**src/hw/rtl/ws2812_pixel_stream_driver_defines.svh**
```systemverilog
// ----------------------------------------------------------------------------
// ws2812 pixel stream driver defines
// assertion macros shared by wsd_ctrl and wsd_dp, clocked on clk_i, reset rst_ni
// ----------------------------------------------------------------------------
`ifndef WS2812_PIXEL_STREAM_DRIVER_DEFINES_SVH
`define WS2812_PIXEL_STREAM_DRIVER_DEFINES_SVH

// property that must hold at every clock edge out of reset
`define WSD_ASSERT(label, prop, msg) \
  label: assert property (@(posedge clk_i) disable iff (!rst_ni) (prop)) else $error(msg);

// consequent must hold in the cycle after the antecedent
`define WSD_ASSERT_NEXT(label, ante, cons, msg) \
  label: assert property (@(posedge clk_i) disable iff (!rst_ni) (ante) |=> (cons)) \
    else $error(msg);

`endif

```
**src/hw/rtl/wsd_pkg.sv**
```systemverilog
// ----------------------------------------------------------------------------
// wsd_pkg
// types, constants and helper functions of the ws2812 pixel stream driver
// ----------------------------------------------------------------------------
package wsd_pkg;

  localparam int unsigned CH_W         = 8;
  localparam int unsigned PIX_W        = 24;
  localparam int unsigned BITS_PER_LED = 24;
  localparam int unsigned BIT_W        = 5;
  localparam int unsigned DUTY_W       = 10;
  localparam int unsigned CFG_W        = 10;
  localparam int unsigned CFG_IDX_W    = 2;
  localparam int unsigned NUM_W        = 2 * CH_W;
  localparam int unsigned DIV_STEPS    = 8;
  localparam int unsigned DIV_CNT_W    = 3;
  localparam int unsigned DVS_W        = CH_W + DIV_STEPS - 1;
  localparam int unsigned CHANNELS     = 3;

  // reciprocal of seven, exact for arguments up to 6 * 255
  localparam int unsigned RECIP7       = 2341;
  localparam int unsigned RECIP7_SHIFT = 14;
  localparam int unsigned MIX_W        = 11;
  localparam int unsigned PROD7_W      = 23;

  localparam logic [CFG_IDX_W-1:0] CFG_BRIGHTNESS = 2'd0;
  localparam logic [CFG_IDX_W-1:0] CFG_DUTY_ZERO  = 2'd1;
  localparam logic [CFG_IDX_W-1:0] CFG_DUTY_ONE   = 2'd2;
  localparam logic [CFG_IDX_W-1:0] CFG_DUTY_RESET = 2'd3;

  localparam logic [CH_W-1:0]   BRIGHTNESS_RST = 8'd255;
  localparam logic [DUTY_W-1:0] DUTY_ZERO_RST  = 10'd34;
  localparam logic [DUTY_W-1:0] DUTY_ONE_RST   = 10'd67;
  localparam logic [DUTY_W-1:0] DUTY_RESET_RST = 10'd0;

  typedef enum logic [1:0] {
    FUNC_SET_ONE = 2'd0,
    FUNC_SET_ALL = 2'd1,
    FUNC_CLEAR   = 2'd2,
    FUNC_TICK    = 2'd3
  } wsd_func_e;

  typedef struct packed {
    logic accept;
    logic mix;
    logic scale;
    logic step;
    logic px_write;
    logic fill_write;
    logic clear;
    logic tick;
  } wsd_cmd_t;

  function automatic logic [CH_W-1:0] div7(input logic [MIX_W-1:0] x);
    logic [PROD7_W-1:0] p;
    p = PROD7_W'(x) * PROD7_W'(RECIP7);
    return p[RECIP7_SHIFT +: CH_W];
  endfunction

  // rgbw mixing of one channel: floor(c*6/7) + floor(w/7)
  function automatic logic [CH_W-1:0] mix_chan(input logic [CH_W-1:0] c,
                                               input logic [CH_W-1:0] w);
    logic [MIX_W-1:0] c6;
    c6 = MIX_W'({c, 2'b00}) + MIX_W'({c, 1'b0});
    return div7(c6) + div7(MIX_W'(w));
  endfunction

endpackage

```
**src/hw/rtl/wsd_ram.sv**
```systemverilog
// ----------------------------------------------------------------------------
// wsd_ram
// generic single write port ram with one registered read port
// ----------------------------------------------------------------------------
module wsd_ram #(
  parameter int unsigned WIDTH = 24,
  parameter int unsigned DEPTH = 60,
  localparam int unsigned AW   = (DEPTH > 1) ? $clog2(DEPTH) : 1
) (
  input  logic             clk_i,
  input  logic             we_i,
  input  logic [AW-1:0]    waddr_i,
  input  logic [WIDTH-1:0] wdata_i,
  input  logic [AW-1:0]    raddr_i,
  output logic [WIDTH-1:0] rdata_o
);

  logic [WIDTH-1:0] mem_q [DEPTH];
  logic [WIDTH-1:0] rdata_q;

  always_ff @(posedge clk_i) begin
    if (we_i) begin
      mem_q[waddr_i] <= wdata_i;
    end
    rdata_q <= mem_q[raddr_i];
  end

  assign rdata_o = rdata_q;

endmodule

```
**src/hw/rtl/wsd_ctrl.sv**
```systemverilog
// ----------------------------------------------------------------------------
// wsd_ctrl
// controller: sequences pixel writes, store clears and bit ticks
// ----------------------------------------------------------------------------
`include "ws2812_pixel_stream_driver_defines.svh"

module wsd_ctrl (
  input  logic              clk_i,
  input  logic              rst_ni,
  input  logic              start,
  input  logic [1:0]        func_i,
  output logic              busy,
  output wsd_pkg::wsd_cmd_t cmd_o,
  output logic              done_o
);

  typedef enum logic [2:0] {
    ST_IDLE,
    ST_MIX,
    ST_SCALE,
    ST_DIV,
    ST_WRITE,
    ST_CLEAR,
    ST_TICK
  } state_e;

  state_e                             state_q;
  logic                               busy_q;
  logic                               all_q;
  logic [wsd_pkg::DIV_CNT_W-1:0]      cnt_q;
  wsd_pkg::wsd_cmd_t                  cmd_q;
  logic                               done_q;

  always_ff @(posedge clk_i or negedge rst_ni) begin
    if (!rst_ni) begin
      state_q <= ST_IDLE;
      busy_q  <= 1'b0;
      all_q   <= 1'b0;
      cnt_q   <= '0;
      cmd_q   <= '0;
      done_q  <= 1'b0;
    end else begin
      cmd_q  <= '0;
      done_q <= 1'b0;
      unique case (state_q)
        ST_IDLE: begin
          if (start && !busy_q) begin
            busy_q <= 1'b1;
            case (func_i) inside
              wsd_pkg::FUNC_SET_ONE, wsd_pkg::FUNC_SET_ALL: begin
                state_q   <= ST_MIX;
                all_q     <= (func_i == wsd_pkg::FUNC_SET_ALL);
                cmd_q.mix <= 1'b1;
              end
              wsd_pkg::FUNC_CLEAR: begin
                state_q     <= ST_CLEAR;
                cmd_q.clear <= 1'b1;
              end
              default: begin
                state_q    <= ST_TICK;
                cmd_q.tick <= 1'b1;
              end
            endcase
          end
        end
        ST_MIX: begin
          state_q     <= ST_SCALE;
          cmd_q.scale <= 1'b1;
        end
        ST_SCALE: begin
          state_q    <= ST_DIV;
          cnt_q      <= wsd_pkg::DIV_CNT_W'(wsd_pkg::DIV_STEPS - 1);
          cmd_q.step <= 1'b1;
        end
        ST_DIV: begin
          if (cnt_q == '0) begin
            state_q          <= ST_WRITE;
            cmd_q.px_write   <= !all_q;
            cmd_q.fill_write <= all_q;
          end else begin
            cnt_q      <= cnt_q - 1'b1;
            cmd_q.step <= 1'b1;
          end
        end
        ST_WRITE, ST_CLEAR: begin
          state_q <= ST_IDLE;
          busy_q  <= 1'b0;
        end
        ST_TICK: begin
          state_q <= ST_IDLE;
          busy_q  <= 1'b0;
          done_q  <= 1'b1;
        end
        default: begin
          state_q <= ST_IDLE;
          busy_q  <= 1'b0;
        end
      endcase
    end
  end

  always_comb begin
    cmd_o        = cmd_q;
    cmd_o.accept = start && !busy_q;
  end

  assign busy   = busy_q;
  assign done_o = done_q;

  `WSD_ASSERT(a_tick_result, (start && !busy_q && func_i == wsd_pkg::FUNC_TICK) |-> ##2 done_q, "tick without result two cycles later")
  `WSD_ASSERT_NEXT(a_single_result, done_q, !done_q, "result strobe longer than one cycle")
  `WSD_ASSERT(a_result_idle, done_q |-> !busy_q, "result strobe while still busy")

endmodule

```
**src/hw/rtl/wsd_dp.sv**
```systemverilog
// ----------------------------------------------------------------------------
// wsd_dp
// datapath: colour mixing and scaling, pixel store, frame slot sequencing
// ----------------------------------------------------------------------------
`include "ws2812_pixel_stream_driver_defines.svh"

module wsd_dp #(
  parameter int unsigned LED_COUNT         = 60,
  parameter int unsigned LEAD_RESET_SLOTS  = 50,
  parameter int unsigned TRAIL_RESET_SLOTS = 50
) (
  input  logic                              clk_i,
  input  logic                              rst_ni,
  input  wsd_pkg::wsd_cmd_t                 cmd_i,
  input  logic [7:0]                        led_index_i,
  input  logic [wsd_pkg::CH_W-1:0]          red_i,
  input  logic [wsd_pkg::CH_W-1:0]          green_i,
  input  logic [wsd_pkg::CH_W-1:0]          blue_i,
  input  logic [wsd_pkg::CH_W-1:0]          white_i,
  input  logic                              use_white_i,
  input  logic                              cfg_we_i,
  input  logic [wsd_pkg::CFG_IDX_W-1:0]     cfg_index_i,
  input  logic [wsd_pkg::CFG_W-1:0]         cfg_data_i,
  output logic [wsd_pkg::DUTY_W-1:0]        duty_o,
  output logic                              frame_start_o
);

  localparam int unsigned ADDR_W      = (LED_COUNT > 1) ? $clog2(LED_COUNT) : 1;
  localparam int unsigned DATA_SLOTS  = LED_COUNT * wsd_pkg::BITS_PER_LED;
  localparam int unsigned STOP_SLOT   = LEAD_RESET_SLOTS + DATA_SLOTS;
  localparam int unsigned FRAME_SLOTS = STOP_SLOT + 1 + TRAIL_RESET_SLOTS;
  localparam int unsigned SLOT_W      = $clog2(FRAME_SLOTS);
  localparam int unsigned IDX_CODES   = 256;

  localparam logic [SLOT_W-1:0]         LEAD_END   = SLOT_W'(LEAD_RESET_SLOTS);
  localparam logic [SLOT_W-1:0]         STOP_POS   = SLOT_W'(STOP_SLOT);
  localparam logic [SLOT_W-1:0]         LAST_SLOT  = SLOT_W'(FRAME_SLOTS - 1);
  localparam logic [ADDR_W-1:0]         LAST_LED   = ADDR_W'(LED_COUNT - 1);
  localparam logic [wsd_pkg::BIT_W-1:0] LAST_BIT   = wsd_pkg::BIT_W'(wsd_pkg::BITS_PER_LED - 1);

  // index reduction table
  logic [ADDR_W-1:0] mod_tbl [IDX_CODES];

  for (genvar g = 0; g < IDX_CODES; g++) begin : g_mod
    assign mod_tbl[g] = ADDR_W'(g % LED_COUNT);
  end

  // configuration registers
  logic [wsd_pkg::CH_W-1:0]   brightness_q;
  logic [wsd_pkg::DUTY_W-1:0] duty_zero_q;
  logic [wsd_pkg::DUTY_W-1:0] duty_one_q;
  logic [wsd_pkg::DUTY_W-1:0] duty_reset_q;

  always_ff @(posedge clk_i or negedge rst_ni) begin
    if (!rst_ni) begin
      brightness_q <= wsd_pkg::BRIGHTNESS_RST;
      duty_zero_q  <= wsd_pkg::DUTY_ZERO_RST;
      duty_one_q   <= wsd_pkg::DUTY_ONE_RST;
      duty_reset_q <= wsd_pkg::DUTY_RESET_RST;
    end else if (cfg_we_i) begin
      unique case (cfg_index_i)
        wsd_pkg::CFG_BRIGHTNESS: brightness_q <= cfg_data_i[wsd_pkg::CH_W-1:0];
        wsd_pkg::CFG_DUTY_ZERO:  duty_zero_q  <= cfg_data_i;
        wsd_pkg::CFG_DUTY_ONE:   duty_one_q   <= cfg_data_i;
        wsd_pkg::CFG_DUTY_RESET: duty_reset_q <= cfg_data_i;
        default: ;
      endcase
    end
  end

  // colour path, channel 0 green, 1 red, 2 blue
  logic [ADDR_W-1:0]          idx_q;
  logic [wsd_pkg::CH_W-1:0]   chan_q  [wsd_pkg::CHANNELS];
  logic [wsd_pkg::CH_W-1:0]   white_q;
  logic                       use_white_q;
  logic [wsd_pkg::CH_W-1:0]   mixed_q [wsd_pkg::CHANNELS];
  logic [wsd_pkg::NUM_W-1:0]  rem_q   [wsd_pkg::CHANNELS];
  logic [wsd_pkg::CH_W-1:0]   quo_q   [wsd_pkg::CHANNELS];
  logic [wsd_pkg::DVS_W-1:0]  dvs_q;
  logic                       mzero_q;

  logic [wsd_pkg::CH_W-1:0]   max_gr;
  logic [wsd_pkg::CH_W-1:0]   max_c;
  logic                       ge      [wsd_pkg::CHANNELS];
  logic [wsd_pkg::NUM_W-1:0]  rem_sub [wsd_pkg::CHANNELS];
  logic [wsd_pkg::PIX_W-1:0]  colour;

  always_comb begin
    max_gr = (mixed_q[0] > mixed_q[1]) ? mixed_q[0] : mixed_q[1];
    max_c  = (mixed_q[2] > max_gr) ? mixed_q[2] : max_gr;
    for (int i = 0; i < wsd_pkg::CHANNELS; i++) begin
      ge[i]      = rem_q[i] >= wsd_pkg::NUM_W'(dvs_q);
      rem_sub[i] = rem_q[i] - wsd_pkg::NUM_W'(dvs_q);
    end
    colour = mzero_q ? '0 : {quo_q[0], quo_q[1], quo_q[2]};
  end

  always_ff @(posedge clk_i) begin
    if (cmd_i.accept) begin
      idx_q       <= mod_tbl[led_index_i];
      chan_q[0]   <= green_i;
      chan_q[1]   <= red_i;
      chan_q[2]   <= blue_i;
      white_q     <= white_i;
      use_white_q <= use_white_i;
    end
    if (cmd_i.mix) begin
      for (int i = 0; i < wsd_pkg::CHANNELS; i++) begin
        mixed_q[i] <= use_white_q ? wsd_pkg::mix_chan(chan_q[i], white_q) : chan_q[i];
      end
    end
    if (cmd_i.scale) begin
      for (int i = 0; i < wsd_pkg::CHANNELS; i++) begin
        rem_q[i] <= wsd_pkg::NUM_W'(mixed_q[i]) * wsd_pkg::NUM_W'(brightness_q);
        quo_q[i] <= '0;
      end
      dvs_q   <= {max_c, (wsd_pkg::DIV_STEPS - 1)'(0)};
      mzero_q <= (max_c == '0);
    end
    if (cmd_i.step) begin
      for (int i = 0; i < wsd_pkg::CHANNELS; i++) begin
        if (ge[i]) begin
          rem_q[i] <= rem_sub[i];
        end
        quo_q[i] <= {quo_q[i][wsd_pkg::CH_W-2:0], ge[i]};
      end
      dvs_q <= dvs_q >> 1;
    end
  end

  // pixel store: ram plus per-entry valid bits, invalid entries read as fill
  logic [LED_COUNT-1:0]       valid_q;
  logic [wsd_pkg::PIX_W-1:0]  fill_q;
  logic [ADDR_W-1:0]          led_q;
  logic [wsd_pkg::BIT_W-1:0]  bit_q;
  logic [SLOT_W-1:0]          slot_q;
  logic [wsd_pkg::PIX_W-1:0]  rdata;
  logic                       vld_rd_q;

  wsd_ram #(
    .WIDTH (wsd_pkg::PIX_W),
    .DEPTH (LED_COUNT)
  ) u_store (
    .clk_i   (clk_i),
    .we_i    (cmd_i.px_write),
    .waddr_i (idx_q),
    .wdata_i (colour),
    .raddr_i (led_q),
    .rdata_o (rdata)
  );

  always_ff @(posedge clk_i or negedge rst_ni) begin
    if (!rst_ni) begin
      valid_q <= '0;
      fill_q  <= '0;
    end else if (cmd_i.clear) begin
      valid_q <= '0;
      fill_q  <= '0;
    end else if (cmd_i.fill_write) begin
      valid_q <= '0;
      fill_q  <= colour;
    end else if (cmd_i.px_write) begin
      valid_q[idx_q] <= 1'b1;
    end
  end

  // slot sequencing
  logic                       in_lead;
  logic                       in_data;
  logic                       in_stop;
  logic [wsd_pkg::PIX_W-1:0]  pixel;
  logic                       bit_v;
  logic [wsd_pkg::DUTY_W-1:0] duty_d;
  logic [wsd_pkg::DUTY_W-1:0] duty_q;
  logic                       fs_q;

  always_comb begin
    in_lead = slot_q < LEAD_END;
    in_stop = slot_q == STOP_POS;
    in_data = !in_lead && (slot_q < STOP_POS);
    pixel   = vld_rd_q ? rdata : fill_q;
    bit_v   = pixel[LAST_BIT - bit_q];
    if (in_data) begin
      duty_d = bit_v ? duty_one_q : duty_zero_q;
    end else if (in_stop) begin
      duty_d = duty_zero_q;
    end else begin
      duty_d = duty_reset_q;
    end
  end

  always_ff @(posedge clk_i or negedge rst_ni) begin
    if (!rst_ni) begin
      slot_q <= '0;
      led_q  <= '0;
      bit_q  <= '0;
    end else if (cmd_i.tick) begin
      if (slot_q == LAST_SLOT) begin
        slot_q <= '0;
        led_q  <= '0;
        bit_q  <= '0;
      end else begin
        slot_q <= slot_q + 1'b1;
        if (in_data) begin
          if (bit_q == LAST_BIT) begin
            bit_q <= '0;
            led_q <= (led_q == LAST_LED) ? '0 : led_q + 1'b1;
          end else begin
            bit_q <= bit_q + 1'b1;
          end
        end
      end
    end
  end

  always_ff @(posedge clk_i) begin
    vld_rd_q <= valid_q[led_q];
    if (cmd_i.tick) begin
      duty_q <= duty_d;
      fs_q   <= (slot_q == '0);
    end
  end

  assign duty_o        = duty_q;
  assign frame_start_o = fs_q;

  `WSD_ASSERT(a_position_range, (32'(led_q) < LED_COUNT) && (bit_q <= LAST_BIT), "led or bit position out of range")

endmodule

```
**src/hw/rtl/ws2812_pixel_stream_driver.sv**
```systemverilog
// ----------------------------------------------------------------------------
// ws2812_pixel_stream_driver
// colour store for a ws2812 led string with per-slot pwm duty output
// ----------------------------------------------------------------------------
// commands enter on start/func_i with led_index_i, colour and use_white_i
// fields, taken at an edge with start high and busy low. set-one and set-all
// mix and scale the colour, then write one entry or the whole store; clear
// zeroes the store; a tick returns the pwm duty of the current frame slot.
// only ticks produce a transaction: duty_o and frame_start_o are valid for the
// one cycle done_o is high, once the taken tick has passed the command register
// and then the result registers. the receiver cannot stall, and there is no
// back-pressure on the result side. set-one and set-all hold busy through mix,
// scale multiply, 8 steps of the restoring divider and write, so the divider
// loop, busy throughout, sets the pixel write rate. set-all and clear take effect
// at once through a fill colour and per-entry valid bits over the ram.
// configuration writes on cfg_we_i take effect at the next edge. after reset
// the store is all zero and the frame restarts at its first lead reset slot.
// ----------------------------------------------------------------------------
module ws2812_pixel_stream_driver #(
  parameter int unsigned LED_COUNT         = 60,
  parameter int unsigned LEAD_RESET_SLOTS  = 50,
  parameter int unsigned TRAIL_RESET_SLOTS = 50
) (
  input  logic                          clk_i,
  input  logic                          rst_ni,
  input  logic                          start,
  output logic                          busy,
  input  logic [1:0]                    func_i,
  input  logic [7:0]                    led_index_i,
  input  logic [wsd_pkg::CH_W-1:0]      red_i,
  input  logic [wsd_pkg::CH_W-1:0]      green_i,
  input  logic [wsd_pkg::CH_W-1:0]      blue_i,
  input  logic [wsd_pkg::CH_W-1:0]      white_i,
  input  logic                          use_white_i,
  input  logic                          cfg_we_i,
  input  logic [wsd_pkg::CFG_IDX_W-1:0] cfg_index_i,
  input  logic [wsd_pkg::CFG_W-1:0]     cfg_data_i,
  output logic [wsd_pkg::DUTY_W-1:0]    duty_o,
  output logic                          frame_start_o,
  output logic                          done_o
);

  wsd_pkg::wsd_cmd_t cmd;

  wsd_ctrl u_ctrl (
    .clk_i  (clk_i),
    .rst_ni (rst_ni),
    .start  (start),
    .func_i (func_i),
    .busy   (busy),
    .cmd_o  (cmd),
    .done_o (done_o)
  );

  wsd_dp #(
    .LED_COUNT         (LED_COUNT),
    .LEAD_RESET_SLOTS  (LEAD_RESET_SLOTS),
    .TRAIL_RESET_SLOTS (TRAIL_RESET_SLOTS)
  ) u_dp (
    .clk_i         (clk_i),
    .rst_ni        (rst_ni),
    .cmd_i         (cmd),
    .led_index_i   (led_index_i),
    .red_i         (red_i),
    .green_i       (green_i),
    .blue_i        (blue_i),
    .white_i       (white_i),
    .use_white_i   (use_white_i),
    .cfg_we_i      (cfg_we_i),
    .cfg_index_i   (cfg_index_i),
    .cfg_data_i    (cfg_data_i),
    .duty_o        (duty_o),
    .frame_start_o (frame_start_o)
  );

endmodule

```
**config.mk**
```make
export PLATFORM = sky130hd
export DESIGN_NAME = ws2812_pixel_stream_driver
export DESIGN_NICKNAME = d
export VERILOG_FILES = /design/src/hw/rtl/wsd_pkg.sv /design/src/hw/rtl/wsd_ram.sv /design/src/hw/rtl/wsd_ctrl.sv /design/src/hw/rtl/wsd_dp.sv /design/src/hw/rtl/ws2812_pixel_stream_driver.sv
export VERILOG_INCLUDE_DIRS = /design/src /design/src/hw/rtl
export SDC_FILE = /design/constraint.sdc
export NUM_CORES = 2
export LEC_CHECK = 0
export ABC_AREA = 1
export BUFFER_PORTS_ARGS = -buffer_cell sky130_fd_sc_hd__clkbuf_2
export CAP_MARGIN = 25
export CORE_MARGIN = 5
export CORE_UTILIZATION = 50
export CTS_CLUSTER_SIZE = 24
export DETAILED_ROUTE_END_ITERATION = 8
export PLACE_DENSITY = 0.79
export SYNTH_ARGS = -nofsm -noshare
export SYNTH_HDL_FRONTEND = slang
export SYNTH_SLANG_ARGS = --single-unit
export TNS_END_PERCENT = 20
```
**constraint.sdc**
```tcl
create_clock -name clk_i -period 5.7 [get_ports clk_i]
set_input_delay 0.285 -clock clk_i [delete_from_list [all_inputs] [get_ports clk_i]]
set_output_delay 0.285 -clock clk_i [all_outputs]
set_load 0.01 [all_outputs]
```
; Yosys cells after proc, flatten, opt, wreduce, memory -nomap -nowiden
; Memories as Yosys holds them, arrays and structs flattened. A register that Yosys moved wholly into a read port is not among the register bits.
; Cells that the tools add are included.
[totals]
ff_bits = 197
latchBits = 0
mem_bits_rw = 1560
rom_bits = 1536
input_bits = 59
out_inout_bits = 13
word_cells = 202
memories = 6
[op_classes]
n_addsub = 14
mul = 7
div_mod_pow = 0
n_lt_le_gt_ge = 11
eq_ne = 16
shift = 0
n_mux = 80
bitwise_logic = 9
n_reduce_logical = 30
[memory_table]
columns = name, depth, word_bits, rd, rd_clocked_by_memory_dff, write_ports, line
row1 = (name not given), 256, 6, 1, 1, 0, wsd_dp.sv:100  ; idx_q <= mod_tbl[led_index_i];
row2 = u_dp.u_store.mem_q, 60, 24, 1, 1, 1, wsd_ram.sv:18  ; logic [WIDTH-1:0] mem_q [DEPTH];
row3 = u_dp.rem_q, 3, 16, 3, 0, 3, wsd_dp.sv:77  ; logic [wsd_pkg::NUM_W-1:0] rem_q [wsd_pkg::CHANNELS];
row4 = u_dp.chan_q, 3, 8, 3, 0, 3, wsd_dp.sv:73  ; logic [wsd_pkg::CH_W-1:0] chan_q [wsd_pkg::CHANNELS];
row5 = u_dp.mixed_q, 3, 8, 3, 0, 3, wsd_dp.sv:76  ; logic [wsd_pkg::CH_W-1:0] mixed_q [wsd_pkg::CHANNELS];
row6 = u_dp.quo_q, 3, 8, 3, 0, 3, wsd_dp.sv:78  ; logic [wsd_pkg::CH_W-1:0] quo_q [wsd_pkg::CHANNELS];
[op_table]
columns = operator, n
row1 = $mux 60, 3
row2 = $mux 24, 4
row3 = $mul 11x12->22 const B, 3
row4 = $mux 8, 8
row5 = $or 60x60->60, 1
row6 = $ge 16x15->1, 3
row7 = $mul 8x8->16, 3
row8 = $mux 16, 3
row9 = $sub 16x15->16, 3
row10 = $add 10x9->11, 3
row11 = $mux 1, 33
row12 = $mux 10, 3
row13 = $mux 14, 2
row14 = $add 8x6->8, 3
row15 = $mux 6, 4
row16 = $eq 11x11->1 const B, 2
row17 = $mul 8x12->20 const B, 1
row18 = $gt 8x8->1, 2
row19 = $reduce_and 2->1, 8
row20 = $mux 5, 3
row21 = $lt 6x7->1 const B, 2
row22 = $mux 3, 4
row23 = $pmux 3 s4, 1
row24 = $add 11x1->11 const B, 1
row25 = 38 further kinds, 64

; Longest topological paths before layout
[logic_depth]
ltp_word = 8
ltp_mapped = 37
depth_no_buf = 37

; Cells and area by module
; From an unflattened synthesis, not the netlist that was laid out.
[unflattened]
cells_unflattened = 8899
hier_area_um2 = 90624.4
[by_module_without_submodules]
columns = mod, instances, cells_per_inst, area_per_inst_um2, seq_area_each_um2
row1 = wsd_ram, 1, 5077, 59617.2, 43721.9
row2 = wsd_dp, 1, 3741, 30275.3, 8494.4
row3 = wsd_ctrl, 1, 81, 732.0, 400.4

; Worst setup path after synthesis
; Ideal clock, no wire load.
[synth_path]
path_kind = flip-flop to flip-flop
start = memory u_dp.chan_q[0][8] in the netlist's numbering
end = memory u_dp.mixed_q[0][14] in the netlist's numbering (data pin)
setup_time_ns = 0.269
t_arrival_ns = 5.963
required_ns = 5.431
setup_slack_ns = -0.532
path_stages_with_launch = 33
path_buffers = 0
period_less_slack_ns = 6.232
cell_sequence = edfxtp_1 ha_1 fa_1 nand3_1 nand3_1 a31oi_1 xor2_1 ha_1 xnor2_1 inv_1 ha_1 a21o_1 inv_1 fa_1 inv_1 fa_1 ha_1 ha_1 a21oi_1 a21boi_0 nand2_1 a21boi_0 o21ai_0 xor2_1 ha_1 nand3_1 nand2_1 nand2_1 nand2_1 a21oi_1 or2_2 nand3_1 o21ai_0
[synth_rtl]
columns = element, line
row1 = start: declaration, wsd_dp.sv:73
row2 = end: declaration, wsd_dp.sv:76

==> impl_metrics.csv <==
group,metric,value,unit
worst_setup_path,timing.critical_path.to,"u_dp.mixed_q[0][23]",
detailed_routing,vias_per_cell,5.97,
floorplanning,die_w,428,um
clocking,tritoncts,"done",
sta,final.period_utilization,1.06,
yosys,synth-warning-count,0,
outcome,run_status,"finished, violations left",
yosys,synthDominantCellAreaShare,0.551,
worst_setup_path,worst_r2r_path_depth,33,
grt,grt.overflow.total,0,
yosys,mappedNetlistArea,87300,sq um
flow_run,maxCapViolCount,0,
grt,antenna_found_initial,6,
yosys,synth-edff-count,1601,
placement,numPortBuffers,71,
min_path,hp-class,"input port to flip-flop",
floorplanning,die-area,183000,sq um
sta,hold_ws,59.3,ps
worst_setup_path,crit_fanout,4,
worst_setup_path,worstReg2RegStart,"u_dp.chan_q[0][17]",
worst_setup_path,rr_endpoint,"u_dp.mixed_q[0][23]",
cells_and_area,ff_latch_area,52600,sq um
clocking,ctsHtreeMaxLevel,4,
detailed_routing,total_detailed_routing_wirelength,237000,um
floorplanning,core_area,174000,sq um
worst_setup_path,r2r_setup_slack,-350,ps
worst_setup_path,cp_data_required_time,6230,ps
sta,post-route-min-period,6050,ps
sta,worst_max_slew_pin_slew,1070,ps
clocking,path_clk_slew,60,ps
placement,dpl_cell_area,91400,sq um
cells_and_area,finalNetCount,8859,
cells_and_area,flow.area_growth_from_synthesis,13.0,%
sta,grt_setup_unrepaired,"true",
yosys,synth_largest_area_cell,"sky130_fd_sc_hd__edfxtp_1",
sta,timing.slew.headroom,0.284,
floorplanning,num_io_pins,72,
grt,grt_max_degree,195,
grt,grt_pass1_vias,62860,
placement,routabilityCongestion,0.881,
yosys,synth.ff_latch_count,1787,
sta,setup_viol,14,
grt,grt_pass1_wl,361000,um
power_and_ir_drop,power.density,651,nW/um^2
worst_setup_path,path_class,"flip-flop to flip-flop",
detailed_routing,postRouteAntennaNets,0,
grt,total_routing_resource_utilization_after_global_routing,0.251,
worst_setup_path,cp_arrival,6570,ps
worst_setup_path,slowest_delay,530,ps
yosys,synth-main-ff-cell,"sky130_fd_sc_hd__edfxtp_1",
sta,clock.fmax,165,MHz
placement,dp_worst_setup_slack,-382,ps
worst_setup_path,crit_path_end_kind,"flip-flop",
floorplanning,placement_rows,153,
yosys,postSynth.asyncResetShare,0.0895,
outcome,failing_checks,"setup timing",
clocking,cell_at_the_root_of_the_clock_tree,"sky130_fd_sc_hd__clkbuf_16",
yosys,post_synth_num_cell_types,54,
worst_setup_path,setup.worst_path.start_class,"flip-flop",
cells_and_area,multi_input_comb_area,30900,sq um
placement,place_hpwl,141000,um
cells_and_area,n_fill_cell,13593,
sta,final_hold_violating_endpoints,0,
yosys,avgSynthCellArea,10.9,sq um
cells_and_area,final_layout_size_suffix_gt1_frac,0.105,
worst_setup_path,crit_path_top_delay_cell,"sky130_fd_sc_hd__fa_1",
detailed_routing,post_drt_wl_per_cell,22.2,um
power_and_ir_drop,vdd_drop_max,0.00121,V
yosys,synth-seq-area-share,0.603,
detailed_routing,drtPass1Iterations,9,
clocking,ctsLongestPathBuffers,3,
detailed_routing,overall_via_count_from_detail_route,63698,
detailed_routing,remaining_drc_errors,0,
floorplanning,initial_utilization,0.502,
sta,timing.clock.skew,67.8,ps
clocking,worstSkewPairLatency,850,ps
detailed_routing,dr.first_iter.drc_count,8900,
yosys,netlist_instances,7992,
floorplanning,die_height,428,um
cells_and_area,final_design_area_no_fill,98700,sq um
power_and_ir_drop,cellLeakagePower,0.0395,uW
yosys,synth_fp_nets,8649,
clocking,cts_buffers,175,
sta,setup_ws,-348,ps
yosys,synth.area.top_cells,"sky130_fd_sc_hd__edfxtp_1, sky130_fd_sc_hd__ha_1, sky130_fd_sc_hd__nor2_1",
sta,final_max_slew_viol_count,0,
worst_setup_path,worstSetupStartpoint,"u_dp.chan_q[0][17]",
clocking,numClockSinks,1787,
-- metal layers --
metal	part of all wire	global-route usage	vias to the layer above
li1	-	-	28371
met1	0.37	0.331	30666
met2	0.46	0.396	4002
met3	0.12	0.0588	657
met4	0.049	0.115	2
met5	0.000055	0	-
-- worst min-delay path by stage --
stage	start	end	slack [ps]	depth (start not counted)
after floorplan	rst_ni	u_ctrl.all_q	-10	0
after global placement	rst_ni	u_dp.duty_zero_q[0]	300	1
after detailed placement	rst_ni	u_dp.duty_reset_q[0]	300	1
after CTS	led_index_i[5]	u_dp.idx_q[5]	2	3
after global routing	led_index_i[5]	u_dp.idx_q[5]	70	3
final	led_index_i[5]	u_dp.idx_q[5]	60	3
-- final cells by class --
| type | instances | area share |
|---|---|---|
| Inverter | 727 | 0.0278 |
| Tap cell | 2325 | 0.0295 |
| Sequential cell | 1787 | 0.533 |
| Clock buffer | 234 | 0.0485 |
| Timing Repair Buffer | 441 | 0.0375 |
| Antenna cell | 2 | 0.0000507 |
| Clock inverter | 89 | 0.0102 |
| Multi-Input combinational cell | 5070 | 0.313 |
-- cell usage in the layout (no fill, tap or decap), types with 33 or more instances in the layout --
master                          instances
sky130_fd_sc_hd__o221ai_1              91
sky130_fd_sc_hd__dlygate4sd3_1         53
sky130_fd_sc_hd__a21oi_1              201
sky130_fd_sc_hd__inv_1                679
sky130_fd_sc_hd__buf_4                281
sky130_fd_sc_hd__dfrtp_1              143
sky130_fd_sc_hd__clkbuf_1              44
sky130_fd_sc_hd__nand3_1              284
sky130_fd_sc_hd__ha_1                 409
sky130_fd_sc_hd__edfxtp_1            1601
sky130_fd_sc_hd__clkbuf_16            178
sky130_fd_sc_hd__xor2_1                79
sky130_fd_sc_hd__nor2_1              1039
sky130_fd_sc_hd__inv_2                 41
sky130_fd_sc_hd__o21ai_1              162
sky130_fd_sc_hd__o22ai_1              234
sky130_fd_sc_hd__nor2_2                60
sky130_fd_sc_hd__o211ai_1             102
sky130_fd_sc_hd__nor3_1                34
sky130_fd_sc_hd__clkbuf_2              70
sky130_fd_sc_hd__o21ai_0              777
sky130_fd_sc_hd__clkinv_1              33
sky130_fd_sc_hd__nand4_1               86
sky130_fd_sc_hd__nand2_1             1083
sky130_fd_sc_hd__fa_1                 151
sky130_fd_sc_hd__xnor2_1               43
-- power breakdown --
part	switching [uW]	leakage (uW)	internal, uW
Sequential	610	0.0171	16500
Clock	5050	0.00281	6550
Combinational	19400	0.0196	16000
-- registers in the layout, indices dropped and copies added (netlist names), 11 cells and up --
| name | cells |
|---|---|
| u_dp.chan_q | 24 |
| u_dp.fill_q | 24 |
| u_dp.u_store.rdata_o | 24 |
| u_dp.dvs_q | 15 |
| u_dp.quo_q | 24 |
| u_dp.valid_q | 60 |
| u_dp.rem_q | 48 |
| u_dp.mixed_q | 24 |
| u_dp.u_store.mem_q | 1440 |
| u_dp.slot_q | 11 |
-- worst max-delay path: cells and delay by family, from the launching register on --
family | cells | cell delay, ps
fa+ha+maj | 8 | 2640
xor+xnor | 3 | 450
flops | 1 | 440
buf+inv | 5 | 380
compound gates | 7 | 960
simple gates | 10 | 900
-- metrics by stage --
| stage | power [uW] | setup TNS [ps] | std cells | util |
|---|---|---|---|---|
| 2_1_floorplan | 38300 | -1200 | 7992 | - |
| 3_3_place_gp | 47600 | -3080 | 10239 | 0.525 |
| 3_5_place_dp | 48500 | -3730 | 10247 | 0.526 |
| 4_1_cts | 61900 | -2200 | 10651 | 0.565 |
| 5_1_grt | 69300 | -7630 | 10673 | 0.568 |
| 6_report | 64200 | -2800 | 10675 | 0.568 |
-- what timing repair did --
| action | CTS | global route |
|---|---|---|
| setup buffers | 28 | 10 |
| pin swaps | 49 | 53 |
| gates resized for setup | 31 | 51 |
| endpoints found under the hold margin | 143 | 0 |
| setup endpoints to repair | 15 | 20 |
| hold buffers | 53 | 0 |
-- cells in the mapped netlist (8+ instances only) --
master	number
sky130_fd_sc_hd__buf_2	111
sky130_fd_sc_hd__clkbuf_1	248
sky130_fd_sc_hd__o21ai_0	788
sky130_fd_sc_hd__a31oi_1	15
sky130_fd_sc_hd__o21ai_1	154
sky130_fd_sc_hd__or2_1	12
sky130_fd_sc_hd__nand2_1	1095
sky130_fd_sc_hd__fa_1	160
sky130_fd_sc_hd__nand4_1	86
sky130_fd_sc_hd__o21bai_1	10
sky130_fd_sc_hd__xor2_1	82
sky130_fd_sc_hd__or2_2	11
sky130_fd_sc_hd__buf_4	23
sky130_fd_sc_hd__o221ai_1	91
sky130_fd_sc_hd__ha_1	438
sky130_fd_sc_hd__buf_6	8
sky130_fd_sc_hd__a21o_1	30
sky130_fd_sc_hd__edfxtp_1	1601
sky130_fd_sc_hd__xnor2_1	44
sky130_fd_sc_hd__o22ai_1	234
sky130_fd_sc_hd__a21oi_1	215
sky130_fd_sc_hd__a21boi_0	9
sky130_fd_sc_hd__nor3_1	34
sky130_fd_sc_hd__dfxtp_1	26
sky130_fd_sc_hd__buf_1	18
sky130_fd_sc_hd__nand3_1	298
sky130_fd_sc_hd__dfrtp_1	147
sky130_fd_sc_hd__nor2_1	1100
sky130_fd_sc_hd__a221o_1	9
sky130_fd_sc_hd__inv_1	717
sky130_fd_sc_hd__dfstp_2	13
sky130_fd_sc_hd__o211ai_1	102
sky130_fd_sc_hd__nand3b_1	14
-- cell families (layout without fill, tap and decap cells) --
logic type | after synthesis | after routing | synth area share
adders and majority gates | 598 | 598 | 0.0994
and+or+nand+nor | 2666 | 2666 | 0.124
DFF | 1787 | 1787 | 0.603
muxes | 4 | 4 | 0.000459
buffers and inverters | 1135 | 1491 | 0.0521
AOI/OAI and AO/OA | 1676 | 1676 | 0.109
other | 0 | 2 | 0
xor gates and xnor gates | 126 | 126 | 0.0126
No activity file was read; power rests on OpenSTA's default activity.
